`config.mk`:
```
export PLATFORM = sky130hd
export DESIGN_NAME = role_fifo_group_matcher_unit
export DESIGN_NICKNAME = d
export VERILOG_FILES = /design/src/hdl/rfgm_pkg.sv /design/src/hdl/role_fifo_group_matcher_unit.sv /design/src/hdl/rfgm_ram.sv /design/src/hdl/rfgm_ctrl.sv /design/src/hdl/rfgm_dp.sv
export SDC_FILE = /design/constraint.sdc
export NUM_CORES = 1
export LEC_CHECK = 0
export BUFFER_PORTS_ARGS = -buffer_cell sky130_fd_sc_hd__buf_2
export CORE_AREA = 2 2 294 354
export DETAILED_ROUTE_END_ITERATION = 10
export DIE_AREA = 0 0 296 356
export GPL_ROUTABILITY_DRIVEN = 0
export PLACE_DENSITY_LB_ADDON = 0.3
export SYNTH_ARGS = -nofsm -noshare
export SYNTH_HDL_FRONTEND = slang
export SYNTH_HIERARCHICAL = 1
export SYNTH_SLANG_ARGS = --single-unit
```
`constraint.sdc`:
```
create_clock -name clk -period 5.4 [get_ports clk]
set_input_delay 0.81 -clock clk [delete_from_list [all_inputs] [get_ports clk]]
set_output_delay 0.81 -clock clk [all_outputs]
set_load 0.01 [all_outputs]
```
`src/hdl/rfgm_pkg.sv`:
```
// Shared types, codes and defaults of the role FIFO group matcher.
package rfgm_pkg;

  localparam int NUM_ROLES      = 3;
  localparam int QUEUE_DEPTH_DEF = 16;
  localparam int ID_WIDTH_DEF   = 16;

  localparam int MODE_W   = 2;
  localparam int ROLE_W   = 2;
  localparam int PID_W    = 16;
  localparam int FRONT_W  = 16;
  localparam int COUNT_W  = 5;
  localparam int TOTAL_W  = 6;
  localparam int STATUS_W = 2;

  localparam logic [MODE_W-1:0] MODE_PUSH  = 2'd0;
  localparam logic [MODE_W-1:0] MODE_POP   = 2'd1;
  localparam logic [MODE_W-1:0] MODE_GROUP = 2'd2;
  localparam logic [MODE_W-1:0] MODE_QUERY = 2'd3;

  localparam logic [STATUS_W-1:0] STAT_DONE    = 2'd0;
  localparam logic [STATUS_W-1:0] STAT_IGNORED = 2'd1;
  localparam logic [STATUS_W-1:0] STAT_DROPPED = 2'd2;

  typedef enum logic [0:0] {
    ST_IDLE,
    ST_RESP
  } state_t;

  typedef struct packed {
    logic step;
    logic resp;
  } cmd_t;

endpackage

```
`src/hdl/role_fifo_group_matcher_unit.sv`:
```
// Top level of the role FIFO group matcher: three role rings and group pops.
//
//   channel   handshake            payload
//   input     start / busy         in_mode, in_role, in_player_id
//   result    out_valid (strobe)   out_front_*, out_count_*, out_total_waiting,
//                                  out_group_ready, out_status
//
// In each transaction the accepting edge updates the pointers,
// counts and ring memory, and the next cycle shows the result while the new
// front entries come out of the registered memory read port.
// No new transaction is accepted while a result is shown; busy is high then.
// The receiver cannot stall; every result is shown for exactly one cycle.
// Synchronous reset empties all three rings; no clearing pass is needed.
module role_fifo_group_matcher_unit #(
  parameter int QUEUE_DEPTH = rfgm_pkg::QUEUE_DEPTH_DEF,
  parameter int ID_WIDTH    = rfgm_pkg::ID_WIDTH_DEF
) (
  input  logic                              clk,
  input  logic                              rst_n,
  input  logic                              start,
  output logic                              busy,
  input  logic [rfgm_pkg::MODE_W-1:0]       in_mode,
  input  logic [rfgm_pkg::ROLE_W-1:0]       in_role,
  input  logic [rfgm_pkg::PID_W-1:0]        in_player_id,
  output logic                              out_valid,
  output logic [rfgm_pkg::FRONT_W-1:0]      out_front_defender,
  output logic [rfgm_pkg::FRONT_W-1:0]      out_front_hunter,
  output logic [rfgm_pkg::FRONT_W-1:0]      out_front_bard,
  output logic [rfgm_pkg::COUNT_W-1:0]      out_count_defender,
  output logic [rfgm_pkg::COUNT_W-1:0]      out_count_hunter,
  output logic [rfgm_pkg::COUNT_W-1:0]      out_count_bard,
  output logic [rfgm_pkg::TOTAL_W-1:0]      out_total_waiting,
  output logic                              out_group_ready,
  output logic [rfgm_pkg::STATUS_W-1:0]     out_status
);

  rfgm_pkg::cmd_t cmd;

  rfgm_ctrl u_ctrl (
    .clk       (clk),
    .rst_n     (rst_n),
    .start     (start),
    .busy      (busy),
    .out_valid (out_valid),
    .cmd       (cmd)
  );

  rfgm_dp #(
    .QUEUE_DEPTH (QUEUE_DEPTH),
    .ID_WIDTH    (ID_WIDTH)
  ) u_dp (
    .clk                (clk),
    .rst_n              (rst_n),
    .cmd                (cmd),
    .in_mode            (in_mode),
    .in_role            (in_role),
    .in_player_id       (in_player_id),
    .out_front_defender (out_front_defender),
    .out_front_hunter   (out_front_hunter),
    .out_front_bard     (out_front_bard),
    .out_count_defender (out_count_defender),
    .out_count_hunter   (out_count_hunter),
    .out_count_bard     (out_count_bard),
    .out_total_waiting  (out_total_waiting),
    .out_group_ready    (out_group_ready),
    .out_status         (out_status)
  );

endmodule

```
`src/hdl/rfgm_ram.sv`:
```
// Generic single-write, single-read RAM with registered read data.
module rfgm_ram #(
  parameter int WIDTH = 16,
  parameter int DEPTH = 16
) (
  input  logic                     clk,
  input  logic                     we,
  input  logic [$clog2(DEPTH)-1:0] waddr,
  input  logic [WIDTH-1:0]         wdata,
  input  logic [$clog2(DEPTH)-1:0] raddr,
  output logic [WIDTH-1:0]         rdata
);

  logic [WIDTH-1:0] mem [DEPTH];
  logic [WIDTH-1:0] rdata_r;

  always_ff @(posedge clk) begin
    if (we) begin
      mem[waddr] <= wdata;
    end
    rdata_r <= mem[raddr];
  end

  assign rdata = rdata_r;

endmodule

```
`src/hdl/rfgm_ctrl.sv`:
```
// Controller state machine that sequences one transaction and its result.
module rfgm_ctrl (
  input  logic              clk,
  input  logic              rst_n,
  input  logic              start,
  output logic              busy,
  output logic              out_valid,
  output rfgm_pkg::cmd_t    cmd
);

  rfgm_pkg::state_t state_r;
  rfgm_pkg::state_t state_nxt;

  always_ff @(posedge clk) begin
    if (!rst_n) begin
      state_r <= rfgm_pkg::ST_IDLE;
    end else begin
      state_r <= state_nxt;
    end
  end

  always_comb begin
    state_nxt = state_r;
    cmd       = '0;
    busy      = 1'b0;
    out_valid = 1'b0;
    case (state_r)
      rfgm_pkg::ST_IDLE: begin
        if (start) begin
          cmd.step  = 1'b1;
          state_nxt = rfgm_pkg::ST_RESP;
        end
      end
      rfgm_pkg::ST_RESP: begin
        busy      = 1'b1;
        out_valid = 1'b1;
        cmd.resp  = 1'b1;
        state_nxt = rfgm_pkg::ST_IDLE;
      end
      default: begin
        state_nxt = rfgm_pkg::ST_IDLE;
      end
    endcase
  end

endmodule

```
`src/hdl/rfgm_dp.sv`:
```
// Datapath with the three role rings, their pointers, counts and result fields.
module rfgm_dp #(
  parameter int QUEUE_DEPTH = rfgm_pkg::QUEUE_DEPTH_DEF,
  parameter int ID_WIDTH    = rfgm_pkg::ID_WIDTH_DEF
) (
  input  logic                              clk,
  input  logic                              rst_n,
  input  rfgm_pkg::cmd_t                    cmd,
  input  logic [rfgm_pkg::MODE_W-1:0]       in_mode,
  input  logic [rfgm_pkg::ROLE_W-1:0]       in_role,
  input  logic [rfgm_pkg::PID_W-1:0]        in_player_id,
  output logic [rfgm_pkg::FRONT_W-1:0]      out_front_defender,
  output logic [rfgm_pkg::FRONT_W-1:0]      out_front_hunter,
  output logic [rfgm_pkg::FRONT_W-1:0]      out_front_bard,
  output logic [rfgm_pkg::COUNT_W-1:0]      out_count_defender,
  output logic [rfgm_pkg::COUNT_W-1:0]      out_count_hunter,
  output logic [rfgm_pkg::COUNT_W-1:0]      out_count_bard,
  output logic [rfgm_pkg::TOTAL_W-1:0]      out_total_waiting,
  output logic                              out_group_ready,
  output logic [rfgm_pkg::STATUS_W-1:0]     out_status
);

  localparam int NR = rfgm_pkg::NUM_ROLES;
  localparam int AW = $clog2(QUEUE_DEPTH);
  localparam int CW = $clog2(QUEUE_DEPTH + 1);
  localparam int SW = CW + 2;

  logic [AW-1:0]       head_r   [NR];
  logic [AW-1:0]       head_nxt [NR];
  logic [AW-1:0]       tail_r   [NR];
  logic [AW-1:0]       tail_nxt [NR];
  logic [CW-1:0]       cnt_r    [NR];
  logic [CW-1:0]       cnt_nxt  [NR];
  logic [NR-1:0]       push_ok;
  logic [NR-1:0]       pop_ok;
  logic [NR-1:0]       byp_r;
  logic [NR-1:0]       byp_nxt;
  logic [ID_WIDTH-1:0] byp_id_r;
  logic [ID_WIDTH-1:0] wdata;
  logic [ID_WIDTH-1:0] rdata    [NR];
  logic [ID_WIDTH-1:0] front_id [NR];
  logic [63:0]         pid_ext;
  logic [63:0]         front_ext [NR];
  logic [31:0]         cnt_ext   [NR];
  logic [31:0]         total_ext;
  logic [SW-1:0]       total;
  logic                group_ok;
  logic [rfgm_pkg::STATUS_W-1:0] status_r;
  logic [rfgm_pkg::STATUS_W-1:0] status_nxt;

  assign pid_ext = 64'(in_player_id);
  assign wdata   = pid_ext[ID_WIDTH-1:0];

  always_comb begin
    group_ok = 1'b1;
    for (int r = 0; r < NR; r++) begin
      if (cnt_r[r] == '0) begin
        group_ok = 1'b0;
      end
    end
    for (int r = 0; r < NR; r++) begin
      push_ok[r] = (in_mode == rfgm_pkg::MODE_PUSH) &&
                   (in_role == rfgm_pkg::ROLE_W'(r)) &&
                   (cnt_r[r] != CW'(QUEUE_DEPTH));
      pop_ok[r]  = ((in_mode == rfgm_pkg::MODE_POP) &&
                    (in_role == rfgm_pkg::ROLE_W'(r)) && (cnt_r[r] != '0)) ||
                   ((in_mode == rfgm_pkg::MODE_GROUP) && group_ok);
      head_nxt[r] = head_r[r];
      tail_nxt[r] = tail_r[r];
      cnt_nxt[r]  = cnt_r[r];
      byp_nxt[r]  = push_ok[r] && (cnt_r[r] == '0);
      if (push_ok[r]) begin
        tail_nxt[r] = (tail_r[r] == AW'(QUEUE_DEPTH - 1)) ? '0 : tail_r[r] + 1'b1;
        cnt_nxt[r]  = cnt_r[r] + 1'b1;
      end else if (pop_ok[r]) begin
        head_nxt[r] = (head_r[r] == AW'(QUEUE_DEPTH - 1)) ? '0 : head_r[r] + 1'b1;
        cnt_nxt[r]  = cnt_r[r] - 1'b1;
      end
    end
    case (in_mode)
      rfgm_pkg::MODE_PUSH:  status_nxt = (push_ok != '0) ? rfgm_pkg::STAT_DONE
                                                          : rfgm_pkg::STAT_DROPPED;
      rfgm_pkg::MODE_POP:   status_nxt = (pop_ok != '0) ? rfgm_pkg::STAT_DONE
                                                         : rfgm_pkg::STAT_IGNORED;
      rfgm_pkg::MODE_GROUP: status_nxt = group_ok ? rfgm_pkg::STAT_DONE
                                                  : rfgm_pkg::STAT_IGNORED;
      default:              status_nxt = rfgm_pkg::STAT_DONE;
    endcase
  end

  always_ff @(posedge clk) begin
    if (!rst_n) begin
      for (int r = 0; r < NR; r++) begin
        head_r[r] <= '0;
        tail_r[r] <= '0;
        cnt_r[r]  <= '0;
      end
    end else if (cmd.step) begin
      for (int r = 0; r < NR; r++) begin
        head_r[r] <= head_nxt[r];
        tail_r[r] <= tail_nxt[r];
        cnt_r[r]  <= cnt_nxt[r];
      end
    end
  end

  always_ff @(posedge clk) begin
    if (cmd.step) begin
      byp_r    <= byp_nxt;
      byp_id_r <= wdata;
      status_r <= status_nxt;
    end
  end

  for (genvar g = 0; g < NR; g++) begin : g_ring
    rfgm_ram #(
      .WIDTH (ID_WIDTH),
      .DEPTH (QUEUE_DEPTH)
    ) u_ram (
      .clk   (clk),
      .we    (cmd.step && push_ok[g]),
      .waddr (tail_r[g]),
      .wdata (wdata),
      .raddr (head_nxt[g]),
      .rdata (rdata[g])
    );
  end

  always_comb begin
    for (int r = 0; r < NR; r++) begin
      if (cnt_r[r] == '0 || !cmd.resp) begin
        front_id[r] = '0;
      end else if (byp_r[r]) begin
        front_id[r] = byp_id_r;
      end else begin
        front_id[r] = rdata[r];
      end
      front_ext[r] = 64'(front_id[r]);
      cnt_ext[r]   = 32'(cnt_r[r]);
    end
    total     = SW'(cnt_r[0]) + SW'(cnt_r[1]) + SW'(cnt_r[2]);
    total_ext = 32'(total);
  end

  assign out_front_defender = front_ext[0][rfgm_pkg::FRONT_W-1:0];
  assign out_front_hunter   = front_ext[1][rfgm_pkg::FRONT_W-1:0];
  assign out_front_bard     = front_ext[2][rfgm_pkg::FRONT_W-1:0];
  assign out_count_defender = cnt_ext[0][rfgm_pkg::COUNT_W-1:0];
  assign out_count_hunter   = cnt_ext[1][rfgm_pkg::COUNT_W-1:0];
  assign out_count_bard     = cnt_ext[2][rfgm_pkg::COUNT_W-1:0];
  assign out_total_waiting  = total_ext[rfgm_pkg::TOTAL_W-1:0];
  assign out_group_ready    = group_ok;
  assign out_status         = status_r;

endmodule

```
# --- After elaboration in Yosys (flattened, before gate mapping) ---
# Memories as Yosys holds them, arrays and structs flattened. A register that Yosys moved wholly into a read port is not among the register bits.
# Cells that the tools add are included.
op_classes:
  div_mod_pow: 0
  eq_ne: 13
  n_lt_le_gt_ge: 0
  mul: 0
  n_addsub: 14
  n_mux: 57
  bitwise: 10
  shifts: 0
  reduce_logical: 36
ops:
  columns: ["cell", "n"]
  rows:
  - ["16-bit 2-to-1 mux", 6]
  - ["4-bit 2-to-1 mux", 21]
  - ["5-bit 2-to-1 mux", 9]
  - ["4-bit by 1-bit adder with 4-bit output, second input constant", 6]
  - ["4-bit == test, second input constant", 6]
  - ["1-bit logical AND", 19]
  - ["1-bit 2-to-1 mux", 18]
  - ["5-bit by 1-bit adder with 5-bit output, second input constant", 3]
  - ["5-bit zero test", 3]
  - ["5-bit != test, second input constant", 3]
  - ["5-bit nonzero test", 3]
  - ["5-bit by 1-bit subtractor with 5-bit output, second input constant", 3]
  - ["1-bit bitwise OR", 9]
  - ["5-bit by 5-bit adder with 6-bit output", 1]
  - ["6-bit by 5-bit adder with 6-bit output", 1]
  - ["1-bit logical OR", 6]
  - ["2-bit one-hot mux with 3 select lines", 1]
  - ["3-bit nonzero test", 2]
  - ["2-bit by 1-bit == test with 1-bit output, second input constant", 2]
  - ["2-bit == test, second input constant", 2]
  - ["2-bit zero test", 2]
  - ["2-bit 2-to-1 mux", 1]
  - ["1-bit one-hot mux with 2 select lines", 1]
  - ["1-bit zero test", 1]
  - ["1-bit inverter", 1]
totals:
  ramBits: 807
  memories: 6
  register_bits: 22
  latch_bits: 0
  output_inout_bits: 74
  romBits: 0
memory_table:
  columns: ["memory", "words", "word_bits", "read_ports", "rd_clocked_by_memory_dff", "write_ports", "line_no", "rtl"]
  rows:
  - ["u_dp.g_ring[0].u_ram.mem", 16, 16, 1, 1, 1, "rfgm_ram.sv:14", "logic [WIDTH-1:0] mem [DEPTH];"]
  - ["u_dp.g_ring[1].u_ram.mem", 16, 16, 1, 1, 1, "rfgm_ram.sv:14", null]
  - ["u_dp.g_ring[2].u_ram.mem", 16, 16, 1, 1, 1, "rfgm_ram.sv:14", null]
  - ["u_dp.cnt_r", 3, 5, 3, 0, 3, "rfgm_dp.sv:32", "logic [CW-1:0] cnt_r [NR];"]
  - ["u_dp.head_r", 3, 4, 3, 0, 3, "rfgm_dp.sv:28", "logic [AW-1:0] head_r [NR];"]
  - ["u_dp.tail_r", 3, 4, 3, 0, 3, "rfgm_dp.sv:30", "logic [AW-1:0] tail_r [NR];"]

# --- Longest topological paths before layout ---
# Gate-level depths: netlist (run 1).
# An unclocked memory read counts as a cell.
depth:
  word_depth: 10
  ltp_mapped: 11

# --- Hierarchy ---
# Netlist (run 1), hierarchy kept.
modules_own_cells:
  columns: ["mod", "cells_each", "area_per_inst_um2", "n_inst", "seq_area_each_um2"]
  rows:
  - ["rfgm_ram (u_dp.g_ring[1].u_ram ...)", 432, 10043.4, 2, 8007.7]
  - ["rfgm_ram (u_dp.g_ring[0].u_ram)", 432, 10042.1, 1, 8007.7]
  - ["rfgm_dp", 399, 4196.5, 1, 1801.7]
  - ["rfgm_ctrl", 6, 57.6, 1, 20.0]

# --- Worst setup path after synthesis (run 1) ---
# Ideal clock, no wire load.
synth_path:
  path_kind: "input port to flip-flop"
  start: "input port start"
  end: "memory u_dp.g_ring[2].u_ram.mem[0][0] (enable)"
  setup_slack_ns: 1.727
  arrival_time_ns: 3.264
  t_required_ns: 4.991
  path_stages: 6
  cell_sequence: "nor2b_1 -> buf_4 -> clkbuf_1 -> and3_1 -> or3b_2 -> nor3_1"
synth_lines:
  columns: ["item", "line_no", "rtl"]
  rows:
  - ["start: declaration", "role_fifo_group_matcher_unit.sv:20", "input logic start,"]
  - ["end: declaration", "rfgm_ram.sv:14", null]

==> results.py, run 1 <==
metrics = {
    "pwr": {
        "seq_power_share_pct": 50.9,
        "p_sw_share_pct": 23.47,
        "cellLeakagePower_nw": 12.96,
        "p_switching_w": 0.003558,
        "p_int_w": 0.01160,
        "combPwrFrac_pct": 9.2,
        "ir_drop_mv": 0.2755,
        "p_per_area_nw_per_um2": 382.6,
        "power_frac_clock_pct": 39.9,
    },
    "cts": {
        "cts_hold_buf": 0,
        "worstSkewPairLatency_ps": 660,
        "cts_tree": "built",
        "clock_sinks": 877,
        "htree_levels": 3,
        "postCtsResizedCells": 0,
        "clk_pin_slew_worst_paths_ps": 60,
        "root_buffer": "clkbuf_16",
        "cts_setup_buffers": 0,
        "clock_path_buffers": 3,
        "numCtsBuffers": 86,
    },
    "route": {
        "routed_via_density": 5.104,
        "ant_nets": 0,
        "wirelength_mm": 83.76,
        "drc": 0,
        "first_iter_violations": 1464,
        "num_vias": 16945,
        "wl_per_cell_um": 25.23,
        "firstDrtPassIters": 5,
    },
    "placed_design": {
        "dp_hpwl_mm": 50.82,
        "placed_area_um2": 36740,
        "io_buffers": 96,
    },
    "yosys": {
        "synthesis.area_um2": 34380,
        "synthTopCellsByArea": "edfxtp_1, mux4_2, dfxtp_1, mux4_1, a22oi_1",
        "yosys_warnings": 6,
        "synth_simple_gate_area_share_pct": 3.759,
        "yosysTopAreaCellShare_pct": 72.31,
        "ys.flop_type": "edfxtp_1",
        "yosys.area.top_type": "edfxtp_1",
        "synth-edff-count": 828,
        "synthCells": 1701,
        "synth_compound_gate_area_share_pct": 3.202,
        "synth_cell_types": 54,
        "ys_seq_area_share_pct": 75.17,
        "syn_nets": 1752,
        "synthArstFlopShare_pct": 0,
        "yosysMostFrequentCell": "edfxtp_1",
        "synth_area_per_cell_um2": 20.21,
        "yosys_register_bits": 877,
        "synth_top_family_by_area": "multiplexers",
        "synthAdderAreaFrac_pct": 1.215,
        "synthMuxAreaShare_pct": 14.60,
        "synth_xor_area_share_pct": 0.5495,
        "synthTopCellsByCount": "edfxtp_1, mux4_2, nor2_1",
    },
    "worst_setup_path": {
        "crit_type": "reg -> reg",
        "rr_startpoint": "u_dp/cnt_r[0][1]",
        "max_stage_delay_ps": 700,
        "path_buf_inv": 1,
        "crit_path_start_kind": "flip-flop",
        "critPathArrivalTime_ps": 4420,
        "crit_fanout": 31,
        "required_ps": 5930,
        "slowest_stage": "mux2_4",
        "critPathCaptureType": "flip-flop",
        "r2r_end": "u_dp/g_ring[1].u_ram/rdata[4]",
        "reg2reg_slack_ps": 1510,
        "worstPathCellList": "or4_1, o21ai_0, o22ai_1, mux2_4, buf_12, mux4_1, a22oi_1, nand2_1",
        "crit_family": "multiplexers",
        "reg2reg_depth": 8,
    },
    "global_routing": {
        "grt_max_degree": 66,
        "antenna_found_initial": 4,
        "grt_pass1_wl_mm": 121.2,
        "grt_overflow": 0,
        "track_usage_pct": 15.85,
        "grt_pass1_vias": 17496,
    },
    "timing": {
        "min_period_ps": 3886,
        "fmax_mhz": 257.3,
        "final-setup-viol-count": 0,
        "finalHoldViolations": 0,
        "skew_ps": 62.24,
        "finalCritPeriodShare_pct": 71.96,
        "rsz0062_at_grt": "false",
        "finalMaxSlewViolations": 0,
        "max-slew-margin-rel_pct": 20.71,
        "worstMarginPinSlew_ps": 1189,
        "fin_tns_setup_ps": 0,
    },
    "min_path": {
        "min_from": "start",
        "holdPathEnd": "u_ctrl/state_r",
        "whs_path_depth": 2,
        "hold_path_class": "in -> reg",
    },
    "cells_and_area": {
        "area_growth_syn_to_layout_pct": 15.24,
        "fin_area_um2": 39620,
        "fillers": 9175,
        "drive_above_1_share_pct": 24.91,
        "finalNetCount": 1923,
    },
    "die": {
        "fp.dieH_um": 356,
        "die_area_um2": 105400,
        "die_x_um": 296,
        "coreArea_um2": 102300,
        "rows": 129,
        "initial_core_util_pct": 33.60,
        "ioPinCount": 97,
    },
    "status": {
        "status": "finished clean",
    },
    "run": {
        "maxCapViolCount": 0,
    },
}
[state kept, by name (all words and copies together), names as in the netlist]
signal,cells
u_ctrl/state_r,1
u_dp/out_status,2
u_dp/tail_r,12
u_dp/byp_id_r,16
u_dp/head_r,12
u_dp/g_ring.u_ram/mem,768
u_dp/g_ring.u_ram/rdata,48
u_dp/byp_r,3
u_dp/cnt_r,15
[worst register-to-register path: cells and delay by family (launching register included)]
family	cells	cell delay, ps
mux	2	1310
compound gates	3	850
simple gates	2	710
buf+inv	1	360
flops	1	530
[per-stage QoR]
step                      instances  total power (W)  worst slack [ps]  utilization [%]  hold slack (ps)
after floorplan                1701         0.008723              1727                -            578.3
after global placement         3159         0.009253              1412            35.90            649.1
after detailed placement       3159         0.009278              1375            35.90            654.4
after CTS                      3318          0.01533              1463            38.71            376.2
after global routing           3318          0.01569              1263            38.71            393.9
final                          3320          0.01516              1514            38.72            414.8
[worst max-delay path by stage]
stage	startpoint	endpoint	slack, ps	depth (start not counted)
4_1_cts	u_dp/cnt_r[0][6]	u_dp/g_ring[1].u_ram/rdata[0]	1460	8
5_1_grt	u_dp/cnt_r[0][1]	u_dp/g_ring[1].u_ram/rdata[0]	1260	8
3_5_place_dp	in_mode[1]	u_dp/g_ring[1].u_ram/rdata[0]	1370	8
2_1_floorplan	start	u_dp/g_ring[2].u_ram/mem[0][0]	1730	6
3_3_place_gp	in_mode[1]	u_dp/g_ring[1].u_ram/rdata[4]	1410	8
6_report	u_dp/cnt_r[0][1]	u_dp/g_ring[1].u_ram/rdata[4]	1510	8
[power groups by stage]
stage,logic [W],registers (W),clock network (W)
2_1_floorplan,0.000962,0.00776,0
3_3_place_gp,0.00139,0.00786,0
3_5_place_dp,0.00142,0.00786,0
4_1_cts,0.00142,0.00772,0.00619
5_1_grt,0.00151,0.00772,0.00646
6_report,0.00139,0.00772,0.00605
[layout by cell type (no fill, tap or decap), types with 9 or more instances in the layout]
cell type  synthesis  routed
a21oi_1           18      18
a22oi_1           96      96
and2_1            13      13
buf_2              9      96
buf_4             12      66
clkbuf_1          35      28
clkbuf_16          0      86
clkinv_2           0      12
dfxtp_1           49      49
edfxtp_1         828     828
fa_1               9       9
ha_1              19      19
inv_1             18      18
mux2i_1           50      50
mux4_1            30      30
mux4_2           162     162
nand2_1           71      71
nand2b_1          18      18
nor2_1           114     113
nor3_2             0      12
o21ai_0           11      11
xnor2_1           13      13
[kinds of logic (layout without fill, tap and decap cells)]
kind of cell,after synthesis,count (layout)
compound gates,153,153
other cells,0,2
buf+inv,99,341
mux,248,248
flops,877,877
simple gates,276,276
xor+xnor,20,20
fa+ha+maj,28,28
[layer usage]
layer	vias up	global-route usage (%)	share of wire, %
li1	7310	-	-
met4	4	4.424	2.1
met1	8932	21.34	42
met3	96	3.474	7.9
met5	-	0	0.036
met2	603	25.93	48
[area by class of cell]
cell class                      instances  area (µm²)  share of cell area [%]
Clock inverter                         38       525.5                   1.326
Inverter                               18       67.56                  0.1705
Antenna cell                            2       5.005                 0.01263
Tap cell                             1375        1720                   4.342
Clock buffer                          121        2354                   5.940
Timing Repair Buffer                  164        1016                   2.564
Sequential cell                       877       25840                   65.23
Multi-Input combinational cell        725        8089                   20.42
Note: power is estimated with default switching activity, not from simulation.
==> run 2, diff against run 1 <==
==> constraint.sdc (replaced) <==
create_clock -name clk -period 3.9 [get_ports clk]
set_input_delay 0.585 -clock clk [delete_from_list [all_inputs] [get_ports clk]]
set_output_delay 0.585 -clock clk [all_outputs]
set_load 0.01 [all_outputs]
==> run 2 against run 1 <==
Clock skew down 32 ps. Cell area is 0.86% higher. Sequential power increased by 39%. Total power up 40%.
==> results.py, run 2 (synthesized netlist as in run 1, its figures left out) <==
metrics = {
    "status": {
        "status": "finished clean",
    },
    "worst_setup_path": {
        "crit_path_start": "u_dp/cnt_r[0][11]",
        "critPathCapture": "out_front_bard[15]",
        "critPathArrivalTime_ps": 3210,
        "rr_startpoint": "u_dp/cnt_r[0][6]",
        "r2r_end": "u_dp/g_ring[2].u_ram/rdata[9]",
        "required_ps": 3310,
        "crit_path_start_kind": "flip-flop",
        "reg2reg_slack_ps": 220,
        "critPathCaptureType": "primary output",
        "reg2reg_depth": 8,
        "crit_type": "reg -> out",
        "crit_fanout": 16,
    },
    "cells_and_area": {
        "area_growth_syn_to_layout_pct": 16.23,
        "drive_above_1_share_pct": 26.32,
        "finalNetCount": 1948,
        "largest_reg_flops": 768,
        "antenna_cells": 0,
        "final_cell_mix": "edfxtp_1, mux4_2, nor2_1, buf_2, a22oi_1",
        "fin_area_um2": 39960,
        "final_cells": 3347,
        "regMostFlops": "u_dp/g_ring.u_ram/mem",
        "layout_commonest_cell": "edfxtp_1",
    },
    "placed_design": {
        "io_buffers": 96,
        "dp.cells": 3183,
        "placed_area_um2": 37000,
        "dp_hpwl_mm": 51.13,
    },
    "cts": {
        "clock_path_buffers": 3,
        "cts_tree": "built",
        "cts_setup_buffers": 0,
        "numCtsBuffers": 87,
        "root_buffer": "clkbuf_16",
        "worstSkewPairLatency_ps": 670,
        "clk_pin_slew_worst_paths_ps": 70,
        "postCtsResizedCells": 0,
        "cts_hold_buf": 0,
        "clock_sinks": 877,
        "htree_levels": 3,
    },
    "run": {
        "maxCapViolCount": 0,
    },
    "route": {
        "routed-wl-met3_mm": 5.345,
        "dr_wl_met2_mm": 40.25,
        "routed_via_density": 5.146,
        "drc": 0,
        "num_vias": 17225,
        "firstDrtPassIters": 5,
        "wl_per_cell_um": 25.08,
        "first_iter_violations": 1741,
        "wl_met1_mm": 36.77,
        "maxUsedRoutingLayer": "met5",
        "ant_nets": 0,
        "wirelength_mm": 83.94,
    },
    "die": {
        "fp.dieH_um": 356,
        "coreArea_um2": 102300,
        "ioPinCount": 97,
        "die_area_um2": 105400,
        "die_x_um": 296,
        "rows": 129,
        "initial_core_util_pct": 33.60,
    },
    "pwr": {
        "ir_drop_mv": 0.3342,
        "p_per_area_nw_per_um2": 532.8,
        "power_w": 0.02129,
        "cellLeakagePower_nw": 13.18,
    },
    "timing": {
        "skew_ps": 30.63,
        "worstMarginPinSlew_ps": 1173,
        "finalCritPeriodShare_pct": 97.32,
        "final-setup-viol-count": 0,
        "finalHoldViolations": 0,
        "rsz0062_at_grt": "false",
        "fmax_mhz": 263.5,
        "min_period_ps": 3796,
        "finalMaxSlewViolations": 0,
        "max-slew-margin-rel_pct": 21.78,
        "fin_tns_setup_ps": 0,
        "whs_ps": 171.4,
    },
    "global_routing": {
        "grt_overflow": 0,
        "grt_max_degree": 50,
        "grt_pass1_vias": 17720,
        "grt_pass1_wl_mm": 122.9,
        "track_usage_pct": 16.02,
        "antenna_found_initial": 3,
    },
    "min_path": {
        "hold_path_class": "in -> reg",
    },
}
==> run 2: cell count changes in the layout (fill, tap and decap cells not counted), moves of 3 or more <==
cell	change
clkbuf_1	-9
buf_12	+7
clkinv_2	+5
buf_4	+17
inv_16	+3
clkinv_16	-4
clkbuf_8	+3
==> run 2: metal layers <==
layer	GRT usage [%]	vias up
met3	2.638	103
met5	0	-
li1	-	7375
met4	4.455	2
met2	25.93	591
met1	22.41	9154
==> run 2: power by group <==
group	total (W)	internal, W	switching (W)
Combinational	0.00202	0.000890	0.00113
Clock	0.00861	0.00497	0.00364
Sequential	0.0107	0.0105	0.000192
==> run 2: how the worst min path moves through the flow <==
stage | startpoint | endpoint | slack (ps) | cells after the start
global route | start | u_ctrl/state_r | 170 | 2
detailed placement | u_dp/g_ring[2].u_ram/mem[14][8] | u_dp/g_ring[2].u_ram/rdata[8] | 660 | 3
finish | start | u_ctrl/state_r | 170 | 2
floorplan | u_ctrl/state_r | u_ctrl/state_r | 580 | 1
global placement | u_dp/cnt_r[0][10] | u_dp/cnt_r[0][10] | 650 | 1
CTS | start | u_ctrl/state_r | 140 | 2
==> run 2: stage by stage <==
step                      setup slack, ps  util [%]
after floorplan                     451.9         -
after global placement              211.4     36.16
after detailed placement            177.0     36.16
after CTS                           141.1     39.05
after global routing                55.46     39.05
final                               104.4     39.05
==> run 2: final cells by class <==
class / count / area, µm²
tap: 1375 / 1720
timing repair buffer: 188 / 1284
clock inverter: 48 / 574.3
inverter: 18 / 67.56
multi-input combinational: 725 / 8087
fill: 9220 / 62370
clock buffer: 116 / 2386
sequential: 877 / 25840
==> run 2: worst max-delay path: stages (launching register included) <==
cell and delay (ps):
edfxtp_1 380, buf_4 170, nor4_1 500, or2b_2 400, nand2_1 640, nor2_1 250
buf_2 210
==> run 3, diff against run 2 <==
--- a/config.mk
+++ b/config.mk
@@ -5,13 +5,14 @@
 export SDC_FILE = /design/constraint.sdc
 export NUM_CORES = 1
 export LEC_CHECK = 0
+export ABC_AREA = 1
 export BUFFER_PORTS_ARGS = -buffer_cell sky130_fd_sc_hd__buf_2
-export CORE_AREA = 2 2 294 354
+export CORE_AREA = 2 2 314 378
+export CTS_CLUSTER_DIAMETER = 200
 export DETAILED_ROUTE_END_ITERATION = 10
-export DIE_AREA = 0 0 296 356
+export DIE_AREA = 0 0 316 380
 export GPL_ROUTABILITY_DRIVEN = 0
 export PLACE_DENSITY_LB_ADDON = 0.3
 export SYNTH_ARGS = -nofsm -noshare
 export SYNTH_HDL_FRONTEND = slang
-export SYNTH_HIERARCHICAL = 1
 export SYNTH_SLANG_ARGS = --single-unit
==> run 3 against run 2 <==
Cell area is 12% higher. Synthesized area is 14% higher. Maximum frequency up 8.6%. Via count grew 57%. Critical path depth rose by 2. Die area increased by 14%. Combinational power is 59% higher. Clock-buffer cell count increased by 11. Register-to-register slack gained 580 ps.
==> results.py, run 3 <==
metrics = {
    "route": {
        "first_iter_violations": 2440,
        "wl_per_cell_um": 20.31,
        "drc": 0,
        "routed_via_density": 4.861,
        "wirelength_mm": 113.3,
        "firstDrtPassIters": 5,
        "num_vias": 27112,
        "ant_nets": 0,
    },
    "yosys": {
        "synth-edff-count": 828,
        "yosys.area.top_type": "edfxtp_1",
        "ys.flop_type": "edfxtp_1",
        "yosysMostFrequentCell": "nand3_1",
        "synthesis.area_um2": 39230,
        "yosys_register_bits": 877,
        "yosysTopAreaCellShare_pct": 63.38,
        "synth_area_per_cell_um2": 10.20,
        "yosys_warnings": 0,
        "synthArstFlopShare_pct": 0,
        "synthTopCellsByCount": "nand3_1, inv_1, edfxtp_1",
        "synth_cell_types": 39,
        "syn_nets": 3906,
        "synthCells": 3846,
        "ys_seq_area_share_pct": 65.88,
        "synthTopCellsByArea": "edfxtp_1, nand3_1, inv_1, nand2_1, dfxtp_1",
    },
    "timing": {
        "fin_tns_setup_ps": 0,
        "finalMaxSlewViolations": 0,
        "finalCritPeriodShare_pct": 89.58,
        "worstMarginPinSlew_ps": 1289,
        "rsz0062_at_grt": "false",
        "whs_ps": 402.8,
        "max-slew-margin-rel_pct": 13.75,
        "fmax_mhz": 286.2,
        "final-setup-viol-count": 0,
        "skew_ps": 26.82,
        "finalHoldViolations": 0,
        "fin_ws_ps": 406.5,
        "min_period_ps": 3494,
    },
    "min_path": {
        "hold_path_class": "in -> reg",
    },
    "cts": {
        "clk_pin_slew_worst_paths_ps": 60,
        "worstSkewPairLatency_ps": 680,
        "clock_path_buffers": 3,
        "cts_setup_buffers": 0,
        "htree_levels": 3,
        "clock_sinks": 877,
        "cts_tree": "built",
        "postCtsResizedCells": 0,
        "numCtsBuffers": 86,
        "root_buffer": "clkbuf_16",
        "cts_hold_buf": 0,
    },
    "cells_and_area": {
        "finalNetCount": 4032,
        "drive_above_1_share_pct": 9.913,
        "largest_reg_flops": 768,
        "area_growth_syn_to_layout_pct": 13.77,
        "final_cell_mix": "nand3_1, inv_1, edfxtp_1, nand2_1, buf_4",
        "fin_util_pct": 38.46,
        "regMostFlops": "u_dp.g_ring.u_ram.mem",
        "layout_commonest_cell": "nand3_1",
    },
    "die": {
        "ioPinCount": 97,
        "initial_core_util_pct": 33.81,
        "die_x_um": 316,
        "die_area_um2": 120100,
        "rows": 137,
        "fp.dieH_um": 380,
        "coreArea_um2": 116000,
    },
    "run": {
        "maxCapViolCount": 0,
    },
    "global_routing": {
        "grt_pass1_wl_mm": 166.3,
        "grt_pass1_vias": 25243,
        "track_usage_pct": 18.63,
        "grt_overflow": 0,
        "grt_max_degree": 81,
        "antenna_found_initial": 8,
    },
    "pwr": {
        "p_per_area_nw_per_um2": 499.8,
        "cellLeakagePower_nw": 19.13,
        "ir_drop_mv": 0.3066,
        "power_w": 0.02231,
    },
    "placed_design": {
        "io_buffers": 96,
        "dp_hpwl_mm": 71.34,
        "post-place-ws_ps": 850.2,
    },
    "worst_setup_path": {
        "critPathCaptureType": "primary output",
        "crit_type": "reg -> out",
        "crit_path_start_kind": "flip-flop",
        "required_ps": 3310,
        "critPathArrivalTime_ps": 2910,
        "crit_fanout": 4,
    },
    "status": {
        "status": "finished clean",
    },
}
run 3: cell count changes after synthesis, sizes merged, moves of 26 or more:
| cell | change |
|---|---|
| a21oi | +49 |
| mux4 | -192 |
| inv | +823 |
| mux2i | -49 |
| nand3 | +932 |
| buf | +90 |
| nor2 | -26 |
| nand2 | +681 |
| a22oi | -96 |
run 3: final timing paths:
check | slack [ps] | startpoint | cells after the start | to
worst min-delay path | 400 | in_player_id[5] | 1 | u_dp.g_ring[2].u_ram.mem[6][5]
worst max-delay path | 410 | u_dp.cnt_r[0][6] | 8 | out_total_waiting[5]
worst max register to register | 800 | u_dp.cnt_r[0][0] | 10 | u_dp.g_ring[0].u_ram.rdata[8]
worst min register to register | 630 | u_dp.cnt_r[0][5] | 1 | u_dp.cnt_r[0][5]
run 3: where the power goes:
| part | internal [W] | switching (W) |
|---|---|---|
| Combinational | 0.000939 | 0.00227 |
| Clock | 0.00475 | 0.00361 |
| Sequential | 0.0105 | 0.000208 |
run 3: area by class of cell:
type | instances | area, µm²
antenna | 4 | 10.01
clock buffer | 127 | 2396
clock inverter | 34 | 404.1
fill | 11253 | 71420
inverter | 841 | 3157
multi-input combinational | 1943 | 9310
sequential | 877 | 25840
tap | 1529 | 1913
timing repair buffer | 223 | 1597
run 3: layer usage:
layer	share of wire [%]	global-route usage, %
met1	43	24.74
met2	49	31.23
met3	6.4	2.954
met4	2.3	5.529
met5	0.035	0
run 3: through the flow:
step,std cells,cell area (µm²)
floorplan,3846,39230
global placement,5413,41820
detailed placement,5413,41820
CTS,5574,44620
global route,5574,44620
finish,5578,44630
run 3: logic make-up after synthesis:
group	share of synthesized area (%)
flops	65.88
simple gates	20.65
fa+ha+maj	1.352
mux	0.02552
buf+inv	10.55
xor+xnor	0.2233
compound gates	1.317
run 3: critical path: stages (launching register included):
cell      delay (ps)
edfxtp_1         390
buf_4            180
fa_1             480
ha_1             230
fa_1             460
nand3_1           80
nand2_1           60
xor2_1           180
buf_2            170
